File: config.mk
export PLATFORM = sky130hd
export DESIGN_NAME = bdl_node_mem
export DESIGN_NICKNAME = d
export VERILOG_FILES = /design/src/hdl/bdl_pkg.sv /design/src/hdl/bdl_node_mem.sv
export SDC_FILE = /design/constraint.sdc
export NUM_CORES = 2
export LEC_CHECK = 0
export BUFFER_PORTS_ARGS = -buffer_cell sky130_fd_sc_hd__buf_2
export CAP_MARGIN = 20
export CELL_PAD_IN_SITES_DETAIL_PLACEMENT = 2
export CELL_PAD_IN_SITES_GLOBAL_PLACEMENT = 2
export CORE_MARGIN = 2
export CORE_UTILIZATION = 46
export DETAILED_ROUTE_END_ITERATION = 7
export GPL_ROUTABILITY_DRIVEN = 0
export PLACE_DENSITY_LB_ADDON = 0.1
export SYNTH_ARGS = -nofsm -noshare
export SYNTH_HDL_FRONTEND = slang
export SYNTH_MEMORY_MAX_BITS = 65536
export SYNTH_SLANG_ARGS = --single-unit
File: constraint.sdc
create_clock -name clk -period 4.02 [get_ports clk]
set_input_delay 0.201 -clock clk [delete_from_list [all_inputs] [get_ports clk]]
set_output_delay 0.201 -clock clk [all_outputs]
set_load 0.005 [all_outputs]
File: src/hdl/bdl_pkg.sv
// ----------------------------------------------------------------------------
// bdl_pkg
// Shared types and constants for the bounded double-ended list.
// ----------------------------------------------------------------------------
package bdl_pkg;

  localparam int CAPACITY   = 64;
  localparam int DATA_WIDTH = 64;
  localparam int IDX_W      = $clog2(CAPACITY);
  localparam int LNK_W      = $clog2(CAPACITY + 1);
  localparam int CNT_W      = $clog2(CAPACITY + 1);
  localparam logic [LNK_W-1:0] NIL = LNK_W'(CAPACITY);

  typedef enum logic [2:0] {
    OP_PUSH_FRONT = 3'd0,
    OP_PUSH_BACK  = 3'd1,
    OP_POP_FRONT  = 3'd2,
    OP_POP_BACK   = 3'd3,
    OP_INSERT     = 3'd4
  } op_t;

  typedef enum logic [1:0] {
    ST_OK    = 2'd0,
    ST_EMPTY = 2'd1,
    ST_RANGE = 2'd2,
    ST_FULL  = 2'd3
  } status_t;

  typedef enum logic [2:0] {
    S_IDLE,
    S_READ,
    S_WALK,
    S_APPLY,
    S_LINK,
    S_PATCH,
    S_DONE
  } state_t;

  // one memory port request from the sequencer
  typedef struct packed {
    logic                  rd_en;
    logic [IDX_W-1:0]      rd_addr;
    logic                  wr_en;
    logic [IDX_W-1:0]      wr_addr;
    logic                  wr_val_en;
    logic [DATA_WIDTH-1:0] wr_val;
    logic                  wr_next_en;
    logic [LNK_W-1:0]      wr_next;
    logic                  wr_prev_en;
    logic [LNK_W-1:0]      wr_prev;
  } mem_req_t;

  typedef struct packed {
    logic [DATA_WIDTH-1:0] val;
    logic [LNK_W-1:0]      next;
    logic [LNK_W-1:0]      prev;
  } node_t;

endpackage

File: src/hdl/bdl_node_mem.sv
// ----------------------------------------------------------------------------
// bdl_node_mem
// Node storage: value and links, one write and one read port, registered read.
// ----------------------------------------------------------------------------
module bdl_node_mem (
  input  logic               clk,
  input  bdl_pkg::mem_req_t  req,
  output bdl_pkg::node_t     rd_node
);

  logic [bdl_pkg::DATA_WIDTH-1:0] val_mem  [bdl_pkg::CAPACITY];
  logic [bdl_pkg::LNK_W-1:0]      next_mem [bdl_pkg::CAPACITY];
  logic [bdl_pkg::LNK_W-1:0]      prev_mem [bdl_pkg::CAPACITY];

  always_ff @(posedge clk) begin
    if (req.wr_en && req.wr_val_en)  val_mem[req.wr_addr]  <= req.wr_val;
    if (req.wr_en && req.wr_next_en) next_mem[req.wr_addr] <= req.wr_next;
    if (req.wr_en && req.wr_prev_en) prev_mem[req.wr_addr] <= req.wr_prev;
    if (req.rd_en) begin
      rd_node.val  <= val_mem[req.rd_addr];
      rd_node.next <= next_mem[req.rd_addr];
      rd_node.prev <= prev_mem[req.rd_addr];
    end
  end

endmodule

==> impl_results.html <==
<table>
<tr><th>Metric</th><th>Value</th></tr>
<tr><th colspan="2">Drt</th></tr>
<tr><td>Vias per inst</td><td>6.80</td></tr>
<tr><td>Remaining antenna violation count</td><td>0</td></tr>
<tr><td>Number of iterations in the first detailed-routing pass</td><td>8</td></tr>
<tr><td>Wire length after detailed routing</td><td>729,000 µm</td></tr>
<tr><td>Total via count in the routed design</td><td>103,092</td></tr>
<tr><td>DRC viols</td><td>0</td></tr>
<tr><td>DRC violation total after the first TritonRoute iteration</td><td>14,648</td></tr>
<tr><td>Wire length per cell after detailed routing</td><td>48.1 µm</td></tr>
<tr><th colspan="2">Logic synthesis</th></tr>
<tr><td>Post-synthesis instance area</td><td>193,000 µm²</td></tr>
<tr><td>Post-synthesis xor/xnor area fraction</td><td>0%</td></tr>
<tr><td>Count of warnings emitted by yosys</td><td>0</td></tr>
<tr><td>Syn avg cell area</td><td>22.9 µm²</td></tr>
<tr><td>Share of the synthesized area in the top cell type</td><td>79.0%</td></tr>
<tr><td>Simple-gate portion of the synthesized area</td><td>2.52%</td></tr>
<tr><td>Most instantiated flip-flop cell in the synthesis netlist</td><td>sky130_fd_sc_hd__edfxtp_1</td></tr>
<tr><td>Number of instances in the synthesized netlist</td><td>8,426</td></tr>
<tr><td>Post-synthesis sequential area ratio</td><td>79.0%</td></tr>
<tr><td>Compound-cell area share of the yosys netlist</td><td>1.63%</td></tr>
<tr><td>Post-synth ARST share</td><td>0%</td></tr>
<tr><td>Number of enable flip-flop cells after synthesis</td><td>5,070</td></tr>
<tr><td>Post-synthesis cell type with the largest combined area</td><td>sky130_fd_sc_hd__edfxtp_1</td></tr>
<tr><td>Mux cell area share after synthesis</td><td>15.5%</td></tr>
<tr><td>Yosys cell types</td><td>32</td></tr>
<tr><td>Fraction of the mapped netlist area in adder cells</td><td>0%</td></tr>
<tr><td>Ranking of synthesized cells by area</td><td>sky130_fd_sc_hd__edfxtp_1 79%, sky130_fd_sc_hd__mux4_2 15%, sky130_fd_sc_hd__mux2i_1 0.86%</td></tr>
<tr><td>Mapped Nets</td><td>8,522</td></tr>
<tr><td>Main combinational cell family by area after synthesis</td><td>multiplexers</td></tr>
<tr><td>Count of state elements after synthesis</td><td>5,070</td></tr>
<tr><th colspan="2">Clock network</th></tr>
<tr><td>Quantity of gates resized following cts</td><td>0</td></tr>
<tr><td>Clock-pin slew on the worst setup and hold paths</td><td>0.06 ns</td></tr>
<tr><td>Cts bufs inserted</td><td>549</td></tr>
<tr><td>Clock root cell</td><td>sky130_fd_sc_hd__clkbuf_16</td></tr>
<tr><td>Clock insertion delay at the later pin of the skew report</td><td>1.08 ns</td></tr>
<tr><td>Max Buffers Root-to-Sink</td><td>4</td></tr>
<tr><td>Clock Sinks</td><td>5,070</td></tr>
<tr><td>Clock tree from TritonCTS</td><td>done</td></tr>
<tr><td>Hold buffer count at cts</td><td>79</td></tr>
<tr><td>Depth of the CTS H-tree</td><td>6</td></tr>
<tr><td>Number of setup buffers added after CTS</td><td>0</td></tr>
<tr><th colspan="2">STA</th></tr>
<tr><td>Worst-case headroom to the max-slew limit</td><td>11.3%</td></tr>
<tr><td>Worst-case clock skew</td><td>0.0437 ns</td></tr>
<tr><td>Transition time at the pin with the least slew margin</td><td>1.33 ns</td></tr>
<tr><td>Achievable Freq</td><td>363 MHz</td></tr>
<tr><td>Post-route worst hold slack</td><td>-0.00146 ns</td></tr>
<tr><td>Final setup violation count</td><td>0</td></tr>
<tr><td>Final critical-path required period</td><td>2.75 ns</td></tr>
<tr><td>Hold violation total from the final report</td><td>4</td></tr>
<tr><td>Share of the clock period used by the worst path after layout</td><td>68.5%</td></tr>
<tr><td>RSZ-0062 raised after global routing</td><td>no</td></tr>
<tr><td>Pins Over Slew Limit</td><td>0</td></tr>
<tr><th colspan="2">Die</th></tr>
<tr><td>Die Outline Area</td><td>424,000 µm²</td></tr>
<tr><td>Starting Density</td><td>46.2%</td></tr>
<tr><td>Number of rows in the core area</td><td>237</td></tr>
<tr><td>Top-Level Pins</td><td>174</td></tr>
<tr><td>Core area</td><td>417,000 µm²</td></tr>
<tr><td>Die Wd</td><td>651 µm</td></tr>
<tr><td>Die height</td><td>651 µm</td></tr>
<tr><th colspan="2">Placed design</th></tr>
<tr><td>HPWL after detailed placement</td><td>376,000 µm</td></tr>
<tr><td>Instance area at placement</td><td>203,000 µm²</td></tr>
<tr><td>Number of cells in the design after placement</td><td>13,982</td></tr>
<tr><td>Number of buffers inserted by port buffering</td><td>173</td></tr>
<tr><th colspan="2">Setup path</th></tr>
<tr><td>Type of element launching the critical path</td><td>primary input</td></tr>
<tr><td>Endpoint class of the critical path</td><td>flip-flop</td></tr>
<tr><td>Endpoint arrival time on the critical path</td><td>3.41 ns</td></tr>
<tr><td>CP max FO</td><td>33</td></tr>
<tr><td>Launch point of the critical path</td><td>req[82]</td></tr>
<tr><td>Worst setup path category</td><td>in -&gt; reg</td></tr>
<tr><td>Worst path required time</td><td>4.68 ns</td></tr>
<tr><td>Critical register-to-register path startpoint</td><td>prev_mem[62][2]</td></tr>
<tr><th colspan="2">Global routing</th></tr>
<tr><td>Antenna violations before repair</td><td>55</td></tr>
<tr><td>Total grt overflow</td><td>0</td></tr>
<tr><td>All-layer global routing usage</td><td>33.7%</td></tr>
<tr><td>Largest net degree at the start of global routing</td><td>84</td></tr>
<tr><td>Number of global-route vias before repair</td><td>108,897</td></tr>
<tr><td>Global-route wire length before repair</td><td>969,000 µm</td></tr>
<tr><th colspan="2">Finish</th></tr>
<tr><td>Net count, final</td><td>9,280</td></tr>
<tr><td>Final standard cell utilization of the core</td><td>53.4%</td></tr>
<tr><td>Non-Filler Cell Area, Final</td><td>223,000 µm²</td></tr>
<tr><td>Filler Cell Count</td><td>34,717</td></tr>
<tr><td>Post-synthesis to final-layout area growth</td><td>15.6%</td></tr>
<tr><td>Register area</td><td>152,000 µm²</td></tr>
<tr><td>Non-filler cells in the finished layout</td><td>15,152</td></tr>
<tr><td>Fraction of final layout cells with drive strength greater than 1</td><td>28.3%</td></tr>
<tr><td>Total area of multi-input combinational cells</td><td>38,400 µm²</td></tr>
<tr><th colspan="2">Power</th></tr>
<tr><td>Leak</td><td>69.2 nW</td></tr>
<tr><td>Cell area power density</td><td>517 nW/µm²</td></tr>
<tr><td>Worst vdd rail ir drop</td><td>465 µV</td></tr>
<tr><td>Pwr Total</td><td>0.115 W</td></tr>
<tr><th colspan="2">Flow run</th></tr>
<tr><td>Number of max-cap violations</td><td>0</td></tr>
<tr><th colspan="2">Outcome</th></tr>
<tr><td>Status</td><td>complete, but fails checks</td></tr>
<tr><td>Violations in the final reports</td><td>hold timing</td></tr>
<tr><th colspan="2">Min path</th></tr>
<tr><td>Hold Path Origin</td><td>req[61]</td></tr>
<tr><td>Worst min path class</td><td>in -&gt; reg</td></tr>
</table>
layer usage:
layer,GRT usage [%],vias up,share of wire [%]
met2,57.0,6477,50
met5,0,-,0.012
li1,-,37499,-
met1,43.9,57710,37
met4,13.1,12,4.4
met3,5.45,1394,8.1
layout make-up:
cell class | instances | area share, %
flip-flops and latches | 5070 | 68.4
clock inverters | 255 | 0.948
multi-input cells | 2865 | 17.2
well taps | 5497 | 3.09
diodes | 57 | 0.0641
clock buffers | 710 | 6.66
repair buffers | 698 | 3.63
kinds of logic (layout without fill, tap and decap cells):
kind of cell           after synthesis  in the layout
AO/OA/AOI/OAI                      436            436
buffers and inverters              491           1663
flip-flops                        5070           5070
multiplexers                      1415           1415
other                                0             57
AND/OR/NAND/NOR                   1014           1014
flip-flops by register name, indices dropped and copies added, names as in the netlist:
signal,count
next_mem,448
prev_mem,448
rd_node,78
val_mem,4096
through the flow:
stage | setup WS (ns) | TNS (ns)
2_1_floorplan | -0.356 | -625.43
3_3_place_gp | 0.744 | 0
3_5_place_dp | 0.719 | 0
4_1_cts | 1.34 | 0
5_1_grt | 1.19 | 0
6_report | 1.27 | 0
synth_stat cells, types with 55 or more instances:
library cell,number
sky130_fd_sc_hd__mux4_2,1248
sky130_fd_sc_hd__or2_2,58
sky130_fd_sc_hd__mux2i_1,165
sky130_fd_sc_hd__nand3_1,212
sky130_fd_sc_hd__nand2_1,250
sky130_fd_sc_hd__a22oi_1,156
sky130_fd_sc_hd__edfxtp_1,5070
sky130_fd_sc_hd__a41oi_1,55
sky130_fd_sc_hd__or3_1,59
sky130_fd_sc_hd__buf_2,169
sky130_fd_sc_hd__o22ai_1,101
sky130_fd_sc_hd__nand4_1,100
sky130_fd_sc_hd__clkbuf_1,197
sky130_fd_sc_hd__nor2_1,251
placed cells by master, fill, tap and decap left out, types with 112 or more instances in the layout:
master,n
sky130_fd_sc_hd__a22oi_1,156
sky130_fd_sc_hd__buf_12,235
sky130_fd_sc_hd__buf_2,166
sky130_fd_sc_hd__buf_4,202
sky130_fd_sc_hd__clkbuf_1,138
sky130_fd_sc_hd__clkbuf_16,572
sky130_fd_sc_hd__clkinv_1,112
sky130_fd_sc_hd__edfxtp_1,5070
sky130_fd_sc_hd__mux2i_1,165
sky130_fd_sc_hd__mux4_2,1248
sky130_fd_sc_hd__nand2_1,246
sky130_fd_sc_hd__nand3_1,212
sky130_fd_sc_hd__nor2_1,185
critical path, stage by stage:
cell and delay, ns:
sky130_fd_sc_hd__dlygate4sd3_1 0.52, sky130_fd_sc_hd__buf_2 0.24, sky130_fd_sc_hd__nor3b_1 0.49, sky130_fd_sc_hd__nand2_1 0.70
sky130_fd_sc_hd__nor2_4 0.35, sky130_fd_sc_hd__buf_4 0.82
power by group:
part	leakage, nW	total, W	switching, W	internal, W
sequential	45.6	0.0587	0.000281	0.0585
combinational	15.3	0.00567	0.00365	0.00202
clock	8.29	0.0507	0.0226	0.0281
worst paths after layout:
check | slack [ns] | depth (start not counted) | to
setup reg to reg | 1.70 | 5 | rd_node[2]
hold reg to reg | 0.93 | 5 | rd_node[10]
hold / removal | -0.001 | 2 | val_mem[19][45]
setup / recovery | 1.27 | 6 | val_mem[18][10]
(Power assumes the default switching activity.)
