[config.mk]
export PLATFORM = sky130hd
export DESIGN_NAME = bdl_free_pick
export DESIGN_NICKNAME = d
export VERILOG_FILES = /design/src/hdl/bdl_pkg.sv /design/src/hdl/bdl_free_pick.sv
export SDC_FILE = /design/constraint.sdc
export NUM_CORES = 1
export LEC_CHECK = 0
export BUFFER_PORTS_ARGS = -buffer_cell sky130_fd_sc_hd__buf_4
export CAP_MARGIN = 25
export CORE_MARGIN = 4
export CORE_UTILIZATION = 45
export DETAILED_ROUTE_END_ITERATION = 8
export PLACE_DENSITY_LB_ADDON = 0.1
export SLEW_MARGIN = 5
export SYNTH_ARGS = -nofsm -noshare
export SYNTH_HDL_FRONTEND = slang
export SYNTH_SLANG_ARGS = --single-unit
[constraint.sdc]
create_clock -name clk -period 3.05 [get_ports clk]
set_input_delay 0 -clock clk [delete_from_list [all_inputs] [get_ports clk]]
set_output_delay 0 -clock clk [all_outputs]
set_load 0.005 [all_outputs]
[src/hdl/bdl_pkg.sv]
// ----------------------------------------------------------------------------
// bdl_pkg
// Shared types and constants for the bounded double-ended list.
// ----------------------------------------------------------------------------
package bdl_pkg;

  localparam int CAPACITY   = 64;
  localparam int DATA_WIDTH = 64;
  localparam int IDX_W      = $clog2(CAPACITY);
  localparam int LNK_W      = $clog2(CAPACITY + 1);
  localparam int CNT_W      = $clog2(CAPACITY + 1);
  localparam logic [LNK_W-1:0] NIL = LNK_W'(CAPACITY);

  typedef enum logic [2:0] {
    OP_PUSH_FRONT = 3'd0,
    OP_PUSH_BACK  = 3'd1,
    OP_POP_FRONT  = 3'd2,
    OP_POP_BACK   = 3'd3,
    OP_INSERT     = 3'd4
  } op_t;

  typedef enum logic [1:0] {
    ST_OK    = 2'd0,
    ST_EMPTY = 2'd1,
    ST_RANGE = 2'd2,
    ST_FULL  = 2'd3
  } status_t;

  typedef enum logic [2:0] {
    S_IDLE,
    S_READ,
    S_WALK,
    S_APPLY,
    S_LINK,
    S_PATCH,
    S_DONE
  } state_t;

  // one memory port request from the sequencer
  typedef struct packed {
    logic                  rd_en;
    logic [IDX_W-1:0]      rd_addr;
    logic                  wr_en;
    logic [IDX_W-1:0]      wr_addr;
    logic                  wr_val_en;
    logic [DATA_WIDTH-1:0] wr_val;
    logic                  wr_next_en;
    logic [LNK_W-1:0]      wr_next;
    logic                  wr_prev_en;
    logic [LNK_W-1:0]      wr_prev;
  } mem_req_t;

  typedef struct packed {
    logic [DATA_WIDTH-1:0] val;
    logic [LNK_W-1:0]      next;
    logic [LNK_W-1:0]      prev;
  } node_t;

endpackage

[src/hdl/bdl_free_pick.sv]
// ----------------------------------------------------------------------------
// bdl_free_pick
// Free-node map with lowest-free-node selection, registered.
// ----------------------------------------------------------------------------
module bdl_free_pick (
  input  logic                        clk,
  input  logic                        rst_n,
  input  logic                        take,
  input  logic                        give,
  input  logic [bdl_pkg::IDX_W-1:0]   give_idx,
  output logic [bdl_pkg::IDX_W-1:0]   pick_r
);

  logic [bdl_pkg::CAPACITY-1:0] free_r, free_nxt;
  logic [bdl_pkg::IDX_W-1:0]    pick_nxt;

  always_comb begin
    free_nxt = free_r;
    if (take) free_nxt[pick_r] = 1'b0;
    if (give) free_nxt[give_idx] = 1'b1;
  end

  // priority encode from the top so the lowest free index wins
  always_comb begin
    pick_nxt = '0;
    for (int i = bdl_pkg::CAPACITY - 1; i >= 0; i--) begin
      if (free_nxt[i]) pick_nxt = bdl_pkg::IDX_W'(i);
    end
  end

  always_ff @(posedge clk) begin
    if (!rst_n) begin
      free_r <= '1;
      pick_r <= '0;
    end else begin
      free_r <= free_nxt;
      pick_r <= pick_nxt;
    end
  end

endmodule

==> results.sh, run 1 <==
export IMPL_synthCells=516
export IMPL_grt_pass1_vias=3642
export IMPL_ys_flop_type="dfxtp_1"
export IMPL_setup_violations=0
export IMPL_insertion_delay_ns=0.36
export IMPL_root_buffer="clkbuf_8"
export IMPL_synthAdderAreaFrac_pct=0
export IMPL_outcome="finished, final reports clean"
export IMPL_drv_slew=0
export IMPL_synth_edf_count=0
export IMPL_min_period_ns=2.92
export IMPL_fp_dieArea_mm2=0.0105
export IMPL_critPathTopFamily="simple AND/OR/NAND/NOR gates"
export IMPL_worst_pin_slew_ns=0.852
export IMPL_fin_area_mm2=0.00447
export IMPL_syn_area_mm2=0.00403
export IMPL_coreArea_mm2=0.00872
export IMPL_synth_cell_type_count=68
export IMPL_cp_required_ns=3.33
export IMPL_synthXorXnorAreaFrac_pct=0
export IMPL_hold_viol=0
export IMPL_holdWs_ns=0.0385
export IMPL_grt_pass1_wl_um=21000
export IMPL_cp_cell_sequence="or4bb_1 > o21ai_1 > o311ai_1 > nor4_1 > nand4_1 > a21oi_1 > o311ai_1 > a21oi_1"
export IMPL_placed_area_mm2=0.00425
export IMPL_cp_data_arrival_time_ns=3.20
export IMPL_synth_top_family_by_area="simple AND/OR/NAND/NOR gates"
export IMPL_synth_area_mux_share_pct=0
export IMPL_cpMaxStageDelayCell="or4bb_1"
export IMPL_slowest_delay_ns=0.68
export IMPL_synth_compound_area_share_pct=29.4
export IMPL_min_period_over_period_pct=95.8
export IMPL_synthTopCellsByArea="dfxtp_1, nand2_1, o21ai_0, nor2_1, o21a_1"
export IMPL_max_slew_margin_pct=42.5
export IMPL_drive_above_1_share_pct=12.7
export IMPL_numCtsBuffers=9
export IMPL_start_util_pct=46.2
export IMPL_die_h_um=103
export IMPL_path_clk_slew_ns=0.08
export IMPL_ys_ff_latch=70
export IMPL_finClkSkew_ns=0.00931
export IMPL_syn2layout_area_growth_pct=11.1
export IMPL_grt_total_usage_pct=26.7
export IMPL_maxCapViolations=0
export IMPL_first_pass_iters=5
export IMPL_pin_count=16
export IMPL_path_max_fanout=12
export IMPL_clock_sinks=70
export IMPL_cts_tree="done"
export IMPL_rsz0062_at_grt="no"
export IMPL_synth_top_cell_area_share_pct=34.8
export IMPL_critPathKind="flop to flop"
export IMPL_syn_nets=526
export IMPL_critPathLaunchType="flop"
export IMPL_io_buffer_count=15
export IMPL_routed_wl_um=13600
export IMPL_clock_path_buffers=2
export IMPL_p_leak_nw=1.65
export IMPL_nNetsFinal=540
export IMPL_fmax_mhz=342
export IMPL_hold_buffers=0
export IMPL_yosysTopAreaCell="dfxtp_1"
export IMPL_antenna_found_initial=1
export IMPL_post_route_drc_count=0
export IMPL_ant_nets=0
export IMPL_synth_area_per_cell_um2=7.81
export IMPL_yosys_area_share_simple_pct=30.4
export IMPL_finalSetupTns_ns=0
export IMPL_grt_overflow=0
export IMPL_place_gp_congestion=0.949
export IMPL_fillers=846
export IMPL_vdd_drop_max_v=0.000211
export IMPL_die_x_um=103
export IMPL_synthArstFlopShare_pct=0
export IMPL_holdCritPathClass="input pin to flop"
export IMPL_grt_max_degree=64
export IMPL_ys_warn_count=0
export IMPL_rows=34
export IMPL_htree_levels=3
export IMPL_end_kind="flop"
export IMPL_vias=4097
export IMPL_synth_seq_area_share_pct=34.8
export IMPL_dpl_hpwl_um=9950
export IMPL_vias_per_cell=6.37
export IMPL_p_per_area_mw_per_mm2=421
export IMPL_wl_per_cell_um=21.2
export IMPL_path_buf_inv=0
export IMPL_power_mw=1.88
export IMPL_drt_iter0_drc=421
==> Yosys cell counts (all sizes together), types with 2 or more instances <==
master,number
nor2,32
o211ai,8
or3b,3
o311ai,8
a21o,3
nand4,10
dfxtp,70
nor2b,4
nand4b,8
nand2,88
a21bo,2
o31a,2
or4b,2
a311oi,2
clkbuf,11
nor3b,6
nand4bb,4
a31oi,5
o21ai,71
buf,16
nand3,15
and3,4
nand3b,5
o21a,13
nor3,4
a211oi,2
and4b,5
nor4,4
a21oi,20
a22oi,9
o2111ai,2
a2111oi,2
or3,5
a21boi,10
nand2b,10
and2,4
inv,22
o31ai,11
==> per-stage QoR <==
step | setup slack, ns | std cells | utilization, %
after global placement | 0.171 | 627 | 48.8
after global routing | 0.0276 | 642 | 51.3
after CTS | 0.123 | 642 | 51.2
final | 0.128 | 643 | 51.3
after detailed placement | 0.154 | 627 | 48.8
after floorplan | 0.871 | 516 | -
==> worst register-to-register path, cell delays in order (launching register included) <==
cell      delay, ns
dfxtp_1        0.51
or4bb_1        0.68
o21ai_1        0.24
o311ai_1       0.23
nor4_1         0.47
nand4_1        0.15
a21oi_1        0.23
o311ai_1       0.14
a21oi_1        0.18
==> path summary, 6_finish.rpt <==
kind                        startpoint                    to  cells after the start  slack [ns]
setup / recovery  pick_r[0]$_SDFF_PP0_  pick_r[1]$_SDFF_PP0_                      8        0.13
hold / removal                   rst_n  free_r[0]$_SDFF_PN1_                      2        0.04
hold reg to reg   free_r[8]$_SDFF_PN1_  free_r[8]$_SDFF_PN1_                      2        0.50
setup reg to reg  pick_r[0]$_SDFF_PP0_  pick_r[1]$_SDFF_PP0_                      8        0.13
==> sequential cells by signal (all words and copies together), names as in the netlist <==
| register | cells |
|---|---|
| free_r | 64 |
| pick_r | 6 |
==> what timing repair did <==
item | 4_1_cts | 5_1_grt
hold endpoints to repair | 0 | 0
endpoints found under the setup margin | 0 | 2
resized for setup | 0 | 5
buffers inserted | 0 | 0
==> cells in the final DEF, fill, tap and decap left out, types with 3 or more instances in the layout <==
| cell type | instances |
|---|---|
| a21boi_0 | 10 |
| a21o_1 | 3 |
| a21oi_1 | 17 |
| a22oi_1 | 9 |
| a31oi_1 | 5 |
| and2_1 | 4 |
| and3_1 | 4 |
| and4b_1 | 5 |
| buf_4 | 30 |
| clkbuf_8 | 9 |
| dfxtp_1 | 65 |
| dfxtp_2 | 5 |
| inv_1 | 22 |
| nand2_1 | 87 |
| nand2b_1 | 10 |
| nand3_1 | 15 |
| nand3b_1 | 5 |
| nand4_1 | 9 |
| nand4b_1 | 6 |
| nand4bb_1 | 4 |
| nor2_1 | 32 |
| nor2b_1 | 4 |
| nor3_1 | 4 |
| nor3b_1 | 4 |
| o211ai_1 | 8 |
| o21a_1 | 13 |
| o21ai_0 | 54 |
| o21ai_1 | 16 |
| o311ai_0 | 3 |
| o311ai_1 | 5 |
| o31ai_1 | 11 |
| or3_1 | 5 |
==> power breakdown <==
part	leakage, nW	internal (mW)	switching [mW]
sequential	0.570	0.919	0.00812
clock	0.109	0.456	0.367
combinational	0.971	0.0412	0.0936
==> cell type report <==
cell class,instances,area [um^2],share of cell area (%)
Tap cell,108,135,3.02
Clock inverter,6,87.6,1.96
Timing Repair Buffer,30,225,5.03
Clock buffer,9,124,2.77
Multi-Input combinational cell,397,2410,53.9
Inverter,22,82.6,1.85
Sequential cell,70,1410,31.5
Antenna cell,1,2.50,0.0559
==> cell families after synthesis <==
family / count (synthesis)
buffers and inverters: 49
AO/OA/AOI/OAI: 177
flip-flops: 70
AND/OR/NAND/NOR: 220
==> layer usage <==
| layer | part of all wire (%) | routed length, um | GRT usage (%) | up-vias |
|---|---|---|---|---|
| met5 | 0 | 0 | 0 | - |
| met4 | 1.7 | 238 | 8.98 | 0 |
| met3 | 8.8 | 1200 | 5.07 | 24 |
| met2 | 43 | 5880 | 37.9 | 208 |
| met1 | 46 | 6310 | 40.3 | 1942 |
| li1 | - | - | - | 1923 |
Power figures use the tool's default switching activity.
==> inputs of run 2 (changes only) <==
--- a/config.mk
+++ b/config.mk
@@ -9,2 +9,3 @@
 export CAP_MARGIN = 25
+export CORE_ASPECT_RATIO = 0.8
 export CORE_MARGIN = 4
==> constraint.sdc (replaced) <==
create_clock -name clk -period 3.05 [get_ports clk]
set_input_delay 0.305 -clock clk [delete_from_list [all_inputs] [get_ports clk]]
set_output_delay 0.305 -clock clk [all_outputs]
set_load 0.01 [all_outputs]
==> run 2 against run 1 <==
Core utilization is 1.5 points higher; combinational power is 3% higher; count of clock-buffer cells in the layout increased by 4; routed wire length increased by 1.9%; sequential cell count unchanged; critical path type unchanged.
==> results.sh, run 2 (same netlist as run 1, synthesis figures left out) <==
export IMPL_root_buffer="clkbuf_8"
export IMPL_critPathTopFamily="simple AND/OR/NAND/NOR gates"
export IMPL_first_pass_iters=6
export IMPL_io_buffer_count=15
export IMPL_cts_tree="done"
export IMPL_grt_overflow=0
export IMPL_post_cts_buffers=0
export IMPL_rsz0062_at_grt="no"
export IMPL_dpl_hpwl_um=9980
export IMPL_rr_worst_depth=9
export IMPL_path_buf_inv=1
export IMPL_fin_area_mm2=0.00454
export IMPL_end_kind="flop"
export IMPL_r2r_setup_slack_ns=0.22
export IMPL_outcome="finished, final reports clean"
export IMPL_vias_per_cell=6.45
export IMPL_hold_start="rst_n"
export IMPL_post_route_drc_count=0
export IMPL_vdd_drop_max_v=0.000361
export IMPL_drv_slew=0
export IMPL_reg_largest_list="free_r x64, pick_r x6"
export IMPL_nNetsFinal=544
export IMPL_grt_max_degree=64
export IMPL_final_cell_mix="nand2_1, dfxtp_1, o21ai_0"
export IMPL_crit_start="pick_r[3]$_SDFF_PP0_"
export IMPL_place_gp_congestion=0.975
export IMPL_grt_pass1_wl_um=21300
export IMPL_rows=30
export IMPL_slowest_delay_ns=0.53
export IMPL_hold_viol=0
export IMPL_cp_cell_sequence="buf_4 > or3b_1 > o21ai_1 > o311ai_1 > nor4_1 > nand4_1 > a21oi_1 > o311ai_1 > a21oi_1"
export IMPL_cp_required_ns=3.36
export IMPL_sw_frac_of_total_pct=24.3
export IMPL_die_h_um=92.6
export IMPL_reg2reg_from="pick_r[3]$_SDFF_PP0_"
export IMPL_clock_path_buffers=2
export IMPL_p_leak_nw=1.68
export IMPL_clock_sinks=70
export IMPL_wl_per_cell_um=21.3
export IMPL_start_util_pct=46.9
export IMPL_pin_count=16
export IMPL_comb_power_share_pct=7.1
export IMPL_ant_nets=0
export IMPL_place_inst=635
export IMPL_p_per_area_mw_per_mm2=433
export IMPL_dp_slack_ns=0.198
export IMPL_critPathLaunchType="flop"
export IMPL_clkPwrFrac_pct=45.7
export IMPL_pwr_share_seq_pct=47.3
export IMPL_drt_iter0_drc=596
export IMPL_stdcell_count=652
export IMPL_maxCapViolations=0
export IMPL_syn2layout_area_growth_pct=12.6
export IMPL_finalSetupTns_ns=0
export IMPL_switching_power_mw=0.477
export IMPL_coreArea_mm2=0.00860
export IMPL_critPathKind="flop to flop"
export IMPL_min_period_over_period_pct=92.7
export IMPL_layout_setup_ws_ns=0.221
export IMPL_cp_data_arrival_time_ns=3.14
export IMPL_cpMaxStageDelayCell="or3b_1"
export IMPL_routed_wl_um=13900
export IMPL_path_clk_slew_ns=0.08
export IMPL_internal_power_mw=1.49
export IMPL_die_x_um=114
export IMPL_fp_dieArea_mm2=0.0105
export IMPL_grt_pass1_vias=3823
export IMPL_vias=4207
export IMPL_worst_pin_slew_ns=0.818
export IMPL_min_period_ns=2.83
export IMPL_finClkSkew_ns=0.0165
export IMPL_top_register="free_r"
export IMPL_setup_violations=0
export IMPL_holdWs_ns=0.386
export IMPL_drive_above_1_share_pct=13.4
export IMPL_grt_total_usage_pct=26.7
export IMPL_fmax_mhz=354
export IMPL_holdCritPathClass="input pin to flop"
export IMPL_numCtsBuffers=9
export IMPL_antenna_found_initial=0
export IMPL_max_slew_margin_pct=44.8
export IMPL_path_max_fanout=8
export IMPL_mostFrequentLayoutCell="nand2_1"
export IMPL_htree_levels=3
export IMPL_worstReg2RegEnd="pick_r[1]$_SDFF_PP0_"
export IMPL_placed_area_mm2=0.00429
export IMPL_cp_depth=9
export IMPL_insertion_delay_ns=0.37
export IMPL_endpoint="pick_r[1]$_SDFF_PP0_"
export IMPL_largest_reg_flops=64
==> run 2: how the worst min path moves through the flow <==
stage                                        to  slack (ns)  cells after the start
after detailed placement  free_r[41]$_SDFF_PN1_        0.48                      2
after CTS                  free_r[0]$_SDFF_PN1_        0.37                      2
after floorplan           free_r[11]$_SDFF_PN1_        0.45                      2
after global placement    free_r[41]$_SDFF_PN1_        0.48                      2
after global routing       free_r[0]$_SDFF_PN1_        0.38                      2
final                      free_r[0]$_SDFF_PN1_        0.39                      2
==> run 2: repair_timing <==
item,in CTS,in global routing
gates resized for setup,0,6
hold endpoints to repair,0,0
hold buffers,0,0
endpoints found under the setup margin,0,4
==> run 2: power groups by stage <==
stage / clock network, mW / logic (mW) / registers (mW)
floorplan: 0 / 0.0888 / 0.945
CTS: 0.899 / 0.133 / 0.928
detailed placement: 0 / 0.133 / 0.949
finish: 0.898 / 0.139 / 0.928
global placement: 0 / 0.134 / 0.948
global route: 0.934 / 0.146 / 0.930
==> run 2: metrics by stage <==
step	utilization, %	total power [mW]
2_1_floorplan	-	1.03
3_3_place_gp	49.9	1.08
3_5_place_dp	49.9	1.08
4_1_cts	52.6	1.96
5_1_grt	52.7	2.01
6_report	52.8	1.96
==> run 2: layer usage <==
layer	GRT usage [%]	vias up	share of wire (%)	wire, um
met5	0	-	0	0
met1	38.5	2023	44	6110
li1	-	1935	-	-
met3	10.6	39	12	1700
met4	8.90	0	2.7	368
met2	35.8	210	41	5710
==> run 2: final cells by class <==
class	count	area, um^2
antenna	1	2.50
clock buffer	13	169
clock inverter	3	65.1
fill	822	4060
inverter	22	82.6
multi-input combinational	397	2410
sequential	70	1410
tap	112	140
timing repair buffer	34	255
